**src/rtl/ipv4fd_pkg.sv**
```systemverilog
// Package for the IPv4 forwarding decision core.
// Holds input and result beat types, action and kind codes, and checksum helpers.
// Depends on nothing.
package ipv4fd_pkg;

  localparam logic [1:0] KIND_HEADER = 2'd0;
  localparam logic [1:0] KIND_WRITE  = 2'd1;
  localparam logic [1:0] KIND_CLEAR  = 2'd2;

  localparam logic [2:0] ACT_UPDATED   = 3'd0;
  localparam logic [2:0] ACT_SHORT     = 3'd1;
  localparam logic [2:0] ACT_BAD_CKSUM = 3'd2;
  localparam logic [2:0] ACT_ECHO      = 3'd3;
  localparam logic [2:0] ACT_PORT_UNR  = 3'd4;
  localparam logic [2:0] ACT_TTL_EXC   = 3'd5;
  localparam logic [2:0] ACT_NET_UNR   = 3'd6;
  localparam logic [2:0] ACT_FORWARD   = 3'd7;

  localparam logic [3:0] ICMP_ECHO_REPLY = 4'd0;
  localparam logic [3:0] ICMP_DEST_UNR   = 4'd3;
  localparam logic [3:0] ICMP_TIME_EXC   = 4'd11;
  localparam logic [1:0] CODE_NET        = 2'd0;
  localparam logic [1:0] CODE_PORT       = 2'd3;

  localparam logic [15:0] MIN_FRAME  = 16'd34;
  localparam logic [7:0]  PROTO_ICMP = 8'd1;

  typedef struct packed {
    logic [1:0]  kind;
    logic [15:0] frame_len;
    logic [31:0] hdr_word0;
    logic [31:0] hdr_word1;
    logic [31:0] hdr_word2;
    logic [31:0] src_addr;
    logic [31:0] dst_addr;
    logic [3:0]  route_index;
    logic [31:0] route_dest;
    logic [31:0] route_mask;
    logic [31:0] route_gateway;
    logic [1:0]  route_port;
  } in_beat_t;

  typedef struct packed {
    logic [2:0]  action;
    logic [1:0]  out_port;
    logic [31:0] next_hop;
    logic [7:0]  new_ttl;
    logic [15:0] new_checksum;
    logic [3:0]  reply_type;
    logic [1:0]  reply_code;
  } out_beat_t;

  // Best-match candidate handed from cell to cell.
  typedef struct packed {
    logic        found;
    logic [31:0] mask;
    logic [31:0] gateway;
    logic [1:0]  port;
  } cand_t;

  // Unfolded sum of the ten halfwords of five words, 20 bits wide.
  function automatic logic [19:0] sum_words(input logic [31:0] a, input logic [31:0] b,
                                            input logic [31:0] c, input logic [31:0] d,
                                            input logic [31:0] e);
    sum_words = 20'(a[31:16]) + 20'(a[15:0]) + 20'(b[31:16]) + 20'(b[15:0])
              + 20'(c[31:16]) + 20'(c[15:0]) + 20'(d[31:16]) + 20'(d[15:0])
              + 20'(e[31:16]) + 20'(e[15:0]);
  endfunction

  function automatic logic [15:0] fold_sum(input logic [19:0] s);
    logic [16:0] t;
    logic [16:0] u;
    t = 17'(s[19:16]) + 17'(s[15:0]);
    u = t + 17'(t[16]);
    fold_sum = ~u[15:0];
  endfunction

endpackage

```
**src/rtl/ipv4fd_cell.sv**
```systemverilog
// One route entry cell of the longest-prefix match chain.
// Depends on ipv4fd_pkg.
module ipv4fd_cell
  import ipv4fd_pkg::*;
(
  input  logic        clk,
  input  logic        rst,
  input  logic        wr_en,
  input  logic        clr_en,
  input  logic [31:0] wr_dest,
  input  logic [31:0] wr_mask,
  input  logic [31:0] wr_gateway,
  input  logic [1:0]  wr_port,
  input  logic [31:0] dst,
  input  cand_t       cand_in,
  output cand_t       cand_out
);

  logic        valid;
  logic [31:0] prefix;
  logic [31:0] mask;
  logic [31:0] gateway;
  logic [1:0]  port;
  logic        hit;

  // Entry storage; only the valid bit is reset.
  always_ff @(posedge clk) begin
    if (rst) begin
      valid <= 1'b0;
    end else if (wr_en) begin
      valid <= 1'b1;
    end else if (clr_en) begin
      valid <= 1'b0;
    end
    if (wr_en) begin
      prefix  <= wr_dest;
      mask    <= wr_mask;
      gateway <= wr_gateway;
      port    <= wr_port;
    end
  end

  // Cells are visited from high index to low, so a tie lets the lower index win.
  assign hit = valid && ((mask & dst) == prefix) && (!cand_in.found || mask >= cand_in.mask);

  always_comb begin
    cand_out = cand_in;
    if (hit) begin
      cand_out = '{found: 1'b1, mask: mask, gateway: gateway, port: port};
    end
  end

endmodule

```
**src/rtl/ipv4fd_chain.sv**
```systemverilog
// Row of route cells with a registered candidate walking one cell per cycle.
// Depends on ipv4fd_pkg and ipv4fd_cell.
module ipv4fd_chain
  import ipv4fd_pkg::*;
#(
  parameter int ROUTE_ENTRIES = 16,
  parameter int IW = (ROUTE_ENTRIES > 1) ? $clog2(ROUTE_ENTRIES) : 1
)(
  input  logic          clk,
  input  logic          rst,
  input  logic          wr_en,
  input  logic          clr_en,
  input  logic [3:0]    wr_index,
  input  logic [31:0]   wr_dest,
  input  logic [31:0]   wr_mask,
  input  logic [31:0]   wr_gateway,
  input  logic [1:0]    wr_port,
  input  logic [31:0]   dst,
  input  logic          search_start,
  input  logic [IW-1:0] step,
  output cand_t         best
);

  cand_t cand_pipe;
  cand_t cand_next [ROUTE_ENTRIES];

  // Every cell sees the running candidate; only the cell picked by step is registered.
  for (genvar g = 0; g < ROUTE_ENTRIES; g++) begin : g_cell
    logic sel;
    assign sel = ({28'd0, wr_index} == 32'(g));
    ipv4fd_cell u_cell (
      .clk(clk), .rst(rst),
      .wr_en(wr_en && sel), .clr_en(clr_en && sel),
      .wr_dest(wr_dest), .wr_mask(wr_mask), .wr_gateway(wr_gateway), .wr_port(wr_port),
      .dst(dst), .cand_in(cand_pipe), .cand_out(cand_next[g])
    );
  end

  // Candidate register: cleared at search start, updated by the selected cell.
  always_ff @(posedge clk) begin
    if (rst || search_start) begin
      cand_pipe <= '0;
    end else begin
      cand_pipe <= cand_next[step];
    end
  end

  assign best = cand_pipe;

endmodule

```
**src/rtl/ipv4_forwarding_decision_core.sv**
```systemverilog
// Top level of the IPv4 forwarding decision core.
// Depends on ipv4fd_pkg and ipv4fd_chain.
//
// Use: drive an input beat with start high while busy is low. The block
// answers each item with one result beat on result, marked by done for a
// single cycle; the receiver cannot stall it.
// Route writes and clears, unknown kinds and too-short headers are answered
// from the check state. Headers dropped for a bad checksum, answered locally
// or expired are answered on the first search step, and all others from the
// report state: the match walks the row of route cells one cell per cycle,
// highest index first, and that walk sets the rate.
// busy is high from acceptance and drops in the cycle that shows the result
// beat, so the next item can be accepted at the edge that ends that cycle.
// Interface registers are written on the cfg channel (cfg_valid/cfg_ready,
// cfg_index, cfg_data); cfg_ready is always high.
// Reset (rst, synchronous) clears the interface registers and all route valid bits, and
// returns the block to idle with no result pending.
module ipv4_forwarding_decision_core
  import ipv4fd_pkg::*;
#(
  parameter int ROUTE_ENTRIES = 16,
  parameter int NUM_PORTS     = 4
)(
  input  logic      clk,
  input  logic      rst,
  input  logic      start,
  output logic      busy,
  input  in_beat_t  item,
  output logic      done,
  output out_beat_t result,
  input  logic      cfg_valid,
  output logic      cfg_ready,
  input  logic [2:0] cfg_index,
  input  logic [31:0] cfg_data
);

  localparam int IW = (ROUTE_ENTRIES > 1) ? $clog2(ROUTE_ENTRIES) : 1;
  localparam logic [IW-1:0] LAST_STEP = IW'(ROUTE_ENTRIES - 1);

  typedef enum logic [1:0] {S_IDLE, S_CHECK, S_SEARCH, S_REPORT} state_t;

  state_t      state;
  in_beat_t    hold;
  logic [31:0] iface_ip [4];
  logic [3:0]  iface_enable;
  logic [IW-1:0] step;
  logic [15:0] cks_in;
  logic [15:0] cks_out;
  logic [15:0] cks_new;
  logic        is_local;
  logic        accept;
  cand_t       best;
  logic [7:0]  ttl;

  assign cfg_ready = 1'b1;
  assign accept = start && !busy;
  assign busy = (state != S_IDLE);
  assign ttl = hold.hdr_word2[31:24];

  // Interface address registers.
  always_ff @(posedge clk) begin
    if (rst) begin
      iface_ip     <= '{default: '0};
      iface_enable <= '0;
    end else if (cfg_valid) begin
      if (cfg_index < 3'd4) begin
        iface_ip[cfg_index[1:0]] <= cfg_data;
      end else if (cfg_index == 3'd4) begin
        iface_enable <= cfg_data[3:0];
      end
    end
  end

  // Checksums are registered when the header lands, one fold each.
  always_ff @(posedge clk) begin
    if (state == S_CHECK) begin
      cks_in  <= fold_sum(sum_words(hold.hdr_word0, hold.hdr_word1,
                                    {hold.hdr_word2[31:16], 16'd0},
                                    hold.src_addr, hold.dst_addr));
      cks_new <= fold_sum(sum_words(hold.hdr_word0, hold.hdr_word1,
                                    {ttl - 8'd1, hold.hdr_word2[23:16], 16'd0},
                                    hold.src_addr, hold.dst_addr));
    end
  end
  assign cks_out = cks_in;

  // Local address compare.
  always_comb begin
    is_local = 1'b0;
    for (int j = 0; j < 4; j++) begin
      if (j < NUM_PORTS && iface_enable[j] && iface_ip[j] == hold.dst_addr) begin
        is_local = 1'b1;
      end
    end
  end

  ipv4fd_chain #(.ROUTE_ENTRIES(ROUTE_ENTRIES), .IW(IW)) u_chain (
    .clk(clk), .rst(rst),
    .wr_en(accept && item.kind == KIND_WRITE),
    .clr_en(accept && item.kind == KIND_CLEAR),
    .wr_index(item.route_index),
    .wr_dest(item.route_dest), .wr_mask(item.route_mask),
    .wr_gateway(item.route_gateway), .wr_port(item.route_port),
    .dst(hold.dst_addr),
    .search_start(state == S_CHECK),
    .step(step),
    .best(best)
  );

  // Control and result register.
  always_ff @(posedge clk) begin
    if (rst) begin
      state <= S_IDLE;
      done  <= 1'b0;
      step  <= '0;
    end else begin
      done <= 1'b0;
      unique case (state)
        S_IDLE: begin
          if (accept) begin
            hold  <= item;
            state <= S_CHECK;
          end
        end
        S_CHECK: begin
          result <= '0;
          step   <= LAST_STEP;
          state  <= S_IDLE;
          done   <= 1'b1;
          if (hold.kind == KIND_HEADER) begin
            if (hold.frame_len < MIN_FRAME) begin
              result.action <= ACT_SHORT;
            end else begin
              state <= S_SEARCH;
              done  <= 1'b0;
            end
          end
        end
        S_SEARCH: begin
          if (step == LAST_STEP && cks_out != hold.hdr_word2[15:0]) begin
            result.action <= ACT_BAD_CKSUM;
            state <= S_IDLE;
            done  <= 1'b1;
          end else if (step == LAST_STEP && is_local) begin
            if (hold.hdr_word2[23:16] == PROTO_ICMP) begin
              result.action <= ACT_ECHO;
            end else begin
              result.action     <= ACT_PORT_UNR;
              result.reply_type <= ICMP_DEST_UNR;
              result.reply_code <= CODE_PORT;
            end
            state <= S_IDLE;
            done  <= 1'b1;
          end else if (step == LAST_STEP && ttl <= 8'd1) begin
            result.action     <= ACT_TTL_EXC;
            result.reply_type <= ICMP_TIME_EXC;
            state <= S_IDLE;
            done  <= 1'b1;
          end else if (step == '0) begin
            state <= S_REPORT;
          end else begin
            step <= step - IW'(1);
          end
        end
        S_REPORT: begin
          if (best.found) begin
            result.action       <= ACT_FORWARD;
            result.out_port     <= best.port;
            result.next_hop     <= best.gateway;
            result.new_ttl      <= ttl - 8'd1;
            result.new_checksum <= cks_new;
          end else begin
            result.action     <= ACT_NET_UNR;
            result.reply_type <= ICMP_DEST_UNR;
            result.reply_code <= CODE_NET;
          end
          state <= S_IDLE;
          done  <= 1'b1;
        end
        default: state <= S_IDLE;
      endcase
    end
  end

  // A result beat leaves the block idle.
  a_done_idle: assert property (@(posedge clk) disable iff (rst)
    done |-> state == S_IDLE) else $error("result shown while busy");
  // An accepted item always raises busy next cycle.
  a_accept_busy: assert property (@(posedge clk) disable iff (rst)
    accept |=> busy) else $error("accept did not raise busy");
  // Forward results never report an ICMP type.
  a_fwd_clean: assert property (@(posedge clk) disable iff (rst)
    (done && result.action == ACT_FORWARD) |-> result.reply_type == ICMP_ECHO_REPLY)
    else $error("forward with ICMP type");

endmodule

```
**config.mk**
```make
export PLATFORM = sky130hd
export DESIGN_NAME = ipv4_forwarding_decision_core
export DESIGN_NICKNAME = d
export VERILOG_FILES = /design/src/rtl/ipv4fd_pkg.sv /design/src/rtl/ipv4fd_cell.sv /design/src/rtl/ipv4fd_chain.sv /design/src/rtl/ipv4_forwarding_decision_core.sv
export SDC_FILE = /design/constraint.sdc
export NUM_CORES = 2
export LEC_CHECK = 0
export BUFFER_PORTS_ARGS = -buffer_cell sky130_fd_sc_hd__buf_2
export CAP_MARGIN = 20
export CORE_AREA = 2 2 473 475
export CTS_CLUSTER_SIZE = 25
export DETAILED_ROUTE_END_ITERATION = 7
export DIE_AREA = 0 0 475 477
export PLACE_DENSITY = 0.61
export SETUP_SLACK_MARGIN = 0.4
export SYNTH_ARGS = -nofsm -noshare
export SYNTH_HDL_FRONTEND = slang
export SYNTH_SLANG_ARGS = --single-unit
export TNS_END_PERCENT = 50
```
**constraint.sdc**
```tcl
create_clock -name clk -period 12.5 [get_ports clk]
set_clock_uncertainty 0.1 [all_clocks]
set_input_delay 3.75 -clock clk [delete_from_list [all_inputs] [get_ports clk]]
set_output_delay 3.75 -clock clk [all_outputs]
set_load 0.02 [all_outputs]
```
==> impl_metrics.toml <==
[run]
drv_cap = 0

[critical_path]
crit_required_ns = 13.01
cpMaxStageDelayCell = "a2111oi_0"
timing.critical_path.mode_cell = "fa_1"
end_kind = "flip-flop"
worst-r2r-cell-count = 44
r2r_end = "cks_new[15]"
max_stage_delay_ns = 0.58
crit_arrival_ns = 11.84
path_max_fanout = 4
start_kind = "flip-flop"
r2r-start = "hold[199]"
crit_type = "reg2reg"
rrSetupSlack_ns = 1.17

[die]
start_util_pct = 44.88
io_pins = 389
row_count = 173
dieArea_sq_um = 226600
coreArea_sq_um = 221400
die_w_um = 475
chipHeight_um = 477

[clock_network]
htreeDepth = 4
cts_made_buffers = 219
clock_path_buffers = 3
cts_tree = "done"
cts-root-buf = "clkbuf_16"
insertion_delay_ns = 0.91
cts.sinks = 2063
ctsHoldBuffers = 0
cts_setup_buffers = 0
clk_pin_slew_worst_paths_ns = 0.06

[route]
post_drt_via_cell_ratio = 6.524
drt-met1-wl_mm = 171.2
finalWirelength_mm = 453.6
highest_layer = "met5"
drt-wirelength-per-cell_um = 39.04
wl_met3_mm = 57.45
wl_met2_mm = 187.7
drc = 4
dr.pass1.iters = 8
num_vias = 75806
drtAntennaViolNets = 0
first_iter_violations = 12288

[layout]
drive_gt1_share_pct = 11.96
nets = 9422
utilization_pct = 51.15
final_area_sq_um = 113300
fill_cells = 19112
syn2layout_area_growth_pct = 13.99

[sta]
fin_crit_ns = 11.33
fmax_mhz = 88.29
worstMarginPinSlew_ns = 1.436
setup_violations = 0
hold_viol = 0
rsz0062_at_grt = "no"
finalSetupTns_ns = 0
timing.slew.headroom_pct = 3.604
period_share_pct = 90.61
drv_slew = 0

[pwr]
p_leak_nw = 40.51
p_switching_mw = 7.038
internal-power_mw = 14.02
clkPwrFrac_pct = 32.3
p_comb_share_pct = 30.0
ir_worst_vdd_mv = 0.2630
p_sw_share_pct = 33.43
finalPower_mw = 21.05
seq_power_share_pct = 37.6
power_density_nw_per_um2 = 185.9

[global_route]
grt_max_degree = 142
antenna_found_initial = 67
grt_first_pass_wirelength_mm = 603.9
grt_pass1_vias = 69913
overflow = 0
track_usage_pct = 39.35

[yosys]
synth_edf_count = 1841
synth_top_flop_cell = "edfxtp_1"
synth_fa_ha_area_share_pct = 9.731
async_reset_ff_share_pct = 0
synth_area_per_cell_sq_um = 12.55
syn_nets = 8939
synth_top_cell_by_area = "edfxtp_1"
synth-seq-cells = 2063
synth_xor_area_share_pct = 5.244
synth_most_common_cell = "edfxtp_1"
synth.top_cell.area_share_pct = 55.63
syn-instance-count = 7921
synthDistinctLibCells = 87
synth-compound-area-share_pct = 11.84
synth_common_cells = "edfxtp_1, nand2_1, ha_1"
ys_top_cells_by_area = "edfxtp_1, ha_1, dfxtp_1, xor2_1, nand2_1"
yosys_warnings = 0
synth_top_family_by_area = "compound AO/OA/AOI/OAI gates"
seq_area_frac_synth_pct = 60.11
synth-simple-area-share_pct = 9.970
synthMuxAreaShare_pct = 0.07303
syn_area_sq_um = 99370

[worst_hold_path]
whs_path_depth = 1
hp-class = "reg2reg"
whs_endpoint = "u_chain.best[29]"
worstHoldStart = "u_chain.best[29]"

[outcome]
failed_checks = "DRC"
status = "finished with violations"

[place]
gp_congestion = 1.079
placed_area_sq_um = 105600
io_buffers = 385
dpl.hpwl_mm = 324.4
## per-stage QoR
| step | hold slack [ns] | setup WS, ns | std cells |
|---|---|---|---|
| detailed placement | 0.3428 | 0.8423 | 11147 |
| CTS | 0.3615 | 0.7790 | 11562 |
| floorplan | 0.3248 | 2.408 | 7921 |
| global placement | 0.3448 | 0.9818 | 11138 |
| finish | 0.3585 | 1.174 | 11619 |
| global route | 0.3698 | 0.5254 | 11590 |
## power by group through the flow
| stage | sequential [mW] | combinational (mW) | clock, mW |
|---|---|---|---|
| final | 7.92 | 6.32 | 6.80 |
| after global routing | 7.93 | 6.92 | 7.10 |
| after CTS | 7.92 | 6.25 | 6.85 |
| after detailed placement | 8.07 | 6.22 | 0 |
| after global placement | 8.07 | 6.10 | 0 |
| after floorplan | 8.05 | 4.35 | 0 |
## routing by layer
layer / vias up / track usage (%)
met5: - / 0
met4: 24 / 26.77
met3: 1113 / 11.47
met2: 5558 / 55.53
met1: 38203 / 52.17
li1: 30908 / -
## critical path, delay by kind of cell, from the launching register on
| family | cells | cell delay (ns) |
|---|---|---|
| xor+xnor | 2 | 0.34 |
| buf+inv | 5 | 0.27 |
| compound gates | 11 | 2.65 |
| flops | 1 | 0.33 |
| simple gates | 15 | 3.04 |
| fa+ha+maj | 11 | 4.34 |
## cells in the final DEF (no fill, tap or decap), drive strengths merged, types with 109 or more instances in the layout
master | synthesis | routed
inv | 448 | 457
a21oi | 524 | 524
edfxtp | 1841 | 1841
nand3 | 137 | 137
ha | 576 | 576
nor3 | 122 | 122
nand2 | 972 | 972
xor2 | 432 | 432
nor4 | 109 | 109
nand4 | 174 | 174
dfxtp | 222 | 222
nor2 | 264 | 264
buf | 50 | 581
clkbuf | 274 | 298
xnor2 | 163 | 163
fa | 123 | 123
a221oi | 267 | 267
o21ai | 227 | 227
and3 | 124 | 124
a211oi | 131 | 131
## worst max-delay path by stage
stage	from	endpoint	slack, ns	depth (start not counted)
after floorplan	hold[215]	cks_new[15]	2.41	41
after global placement	hold[215]	cks_new[15]	0.98	41
after detailed placement	hold[199]	cks_new[15]	0.84	41
after CTS	hold[199]	cks_new[15]	0.78	41
after global routing	hold[215]	cks_new[15]	0.53	44
final	hold[199]	cks_new[15]	1.17	44
## sequential cells by signal, indices dropped and copies added (netlist names)
signal / flops
u_chain.g_cell.u_cell.valid: 16
u_chain.g_cell.u_cell.mask: 512
u_chain.g_cell.u_cell.prefix: 512
u_chain.g_cell.u_cell.port: 32
iface_ip: 128
cks_in: 16
u_chain.g_cell.u_cell.gateway: 512
state: 2
done: 1
iface_enable: 4
cks_new: 16
u_chain.best: 67
hold: 177
step: 4
result: 64
## cell type report
class                   count  area, sq um  area share [%]
diodes                     46        115.1          0.1016
clock buffers             293         6031           5.324
clock inverters           122         1443           1.274
inverters                 450         1774           1.566
multi-input cells        5084        36980           32.65
flip-flops and latches   2063        59730           52.74
well taps                2975         3722           3.286
repair buffers            586         3468           3.062
## cell families (layout without fill, tap and decap cells)
group,Yosys count,count (layout)
muxes,6,6
buffers and inverters,774,1451
xor gates and xnor gates,595,595
and+or+nand+nor,2086,2086
adders and majority gates,699,699
DFF,2063,2063
other,2,48
AOI/OAI and AO/OA,1696,1696
## timing repair
action / in CTS / in global routing
gates resized for setup: 0 / 2
setup endpoints to repair: 0 / 2
endpoints found under the hold margin: 0 / 0
(Power assumes the default switching activity.)
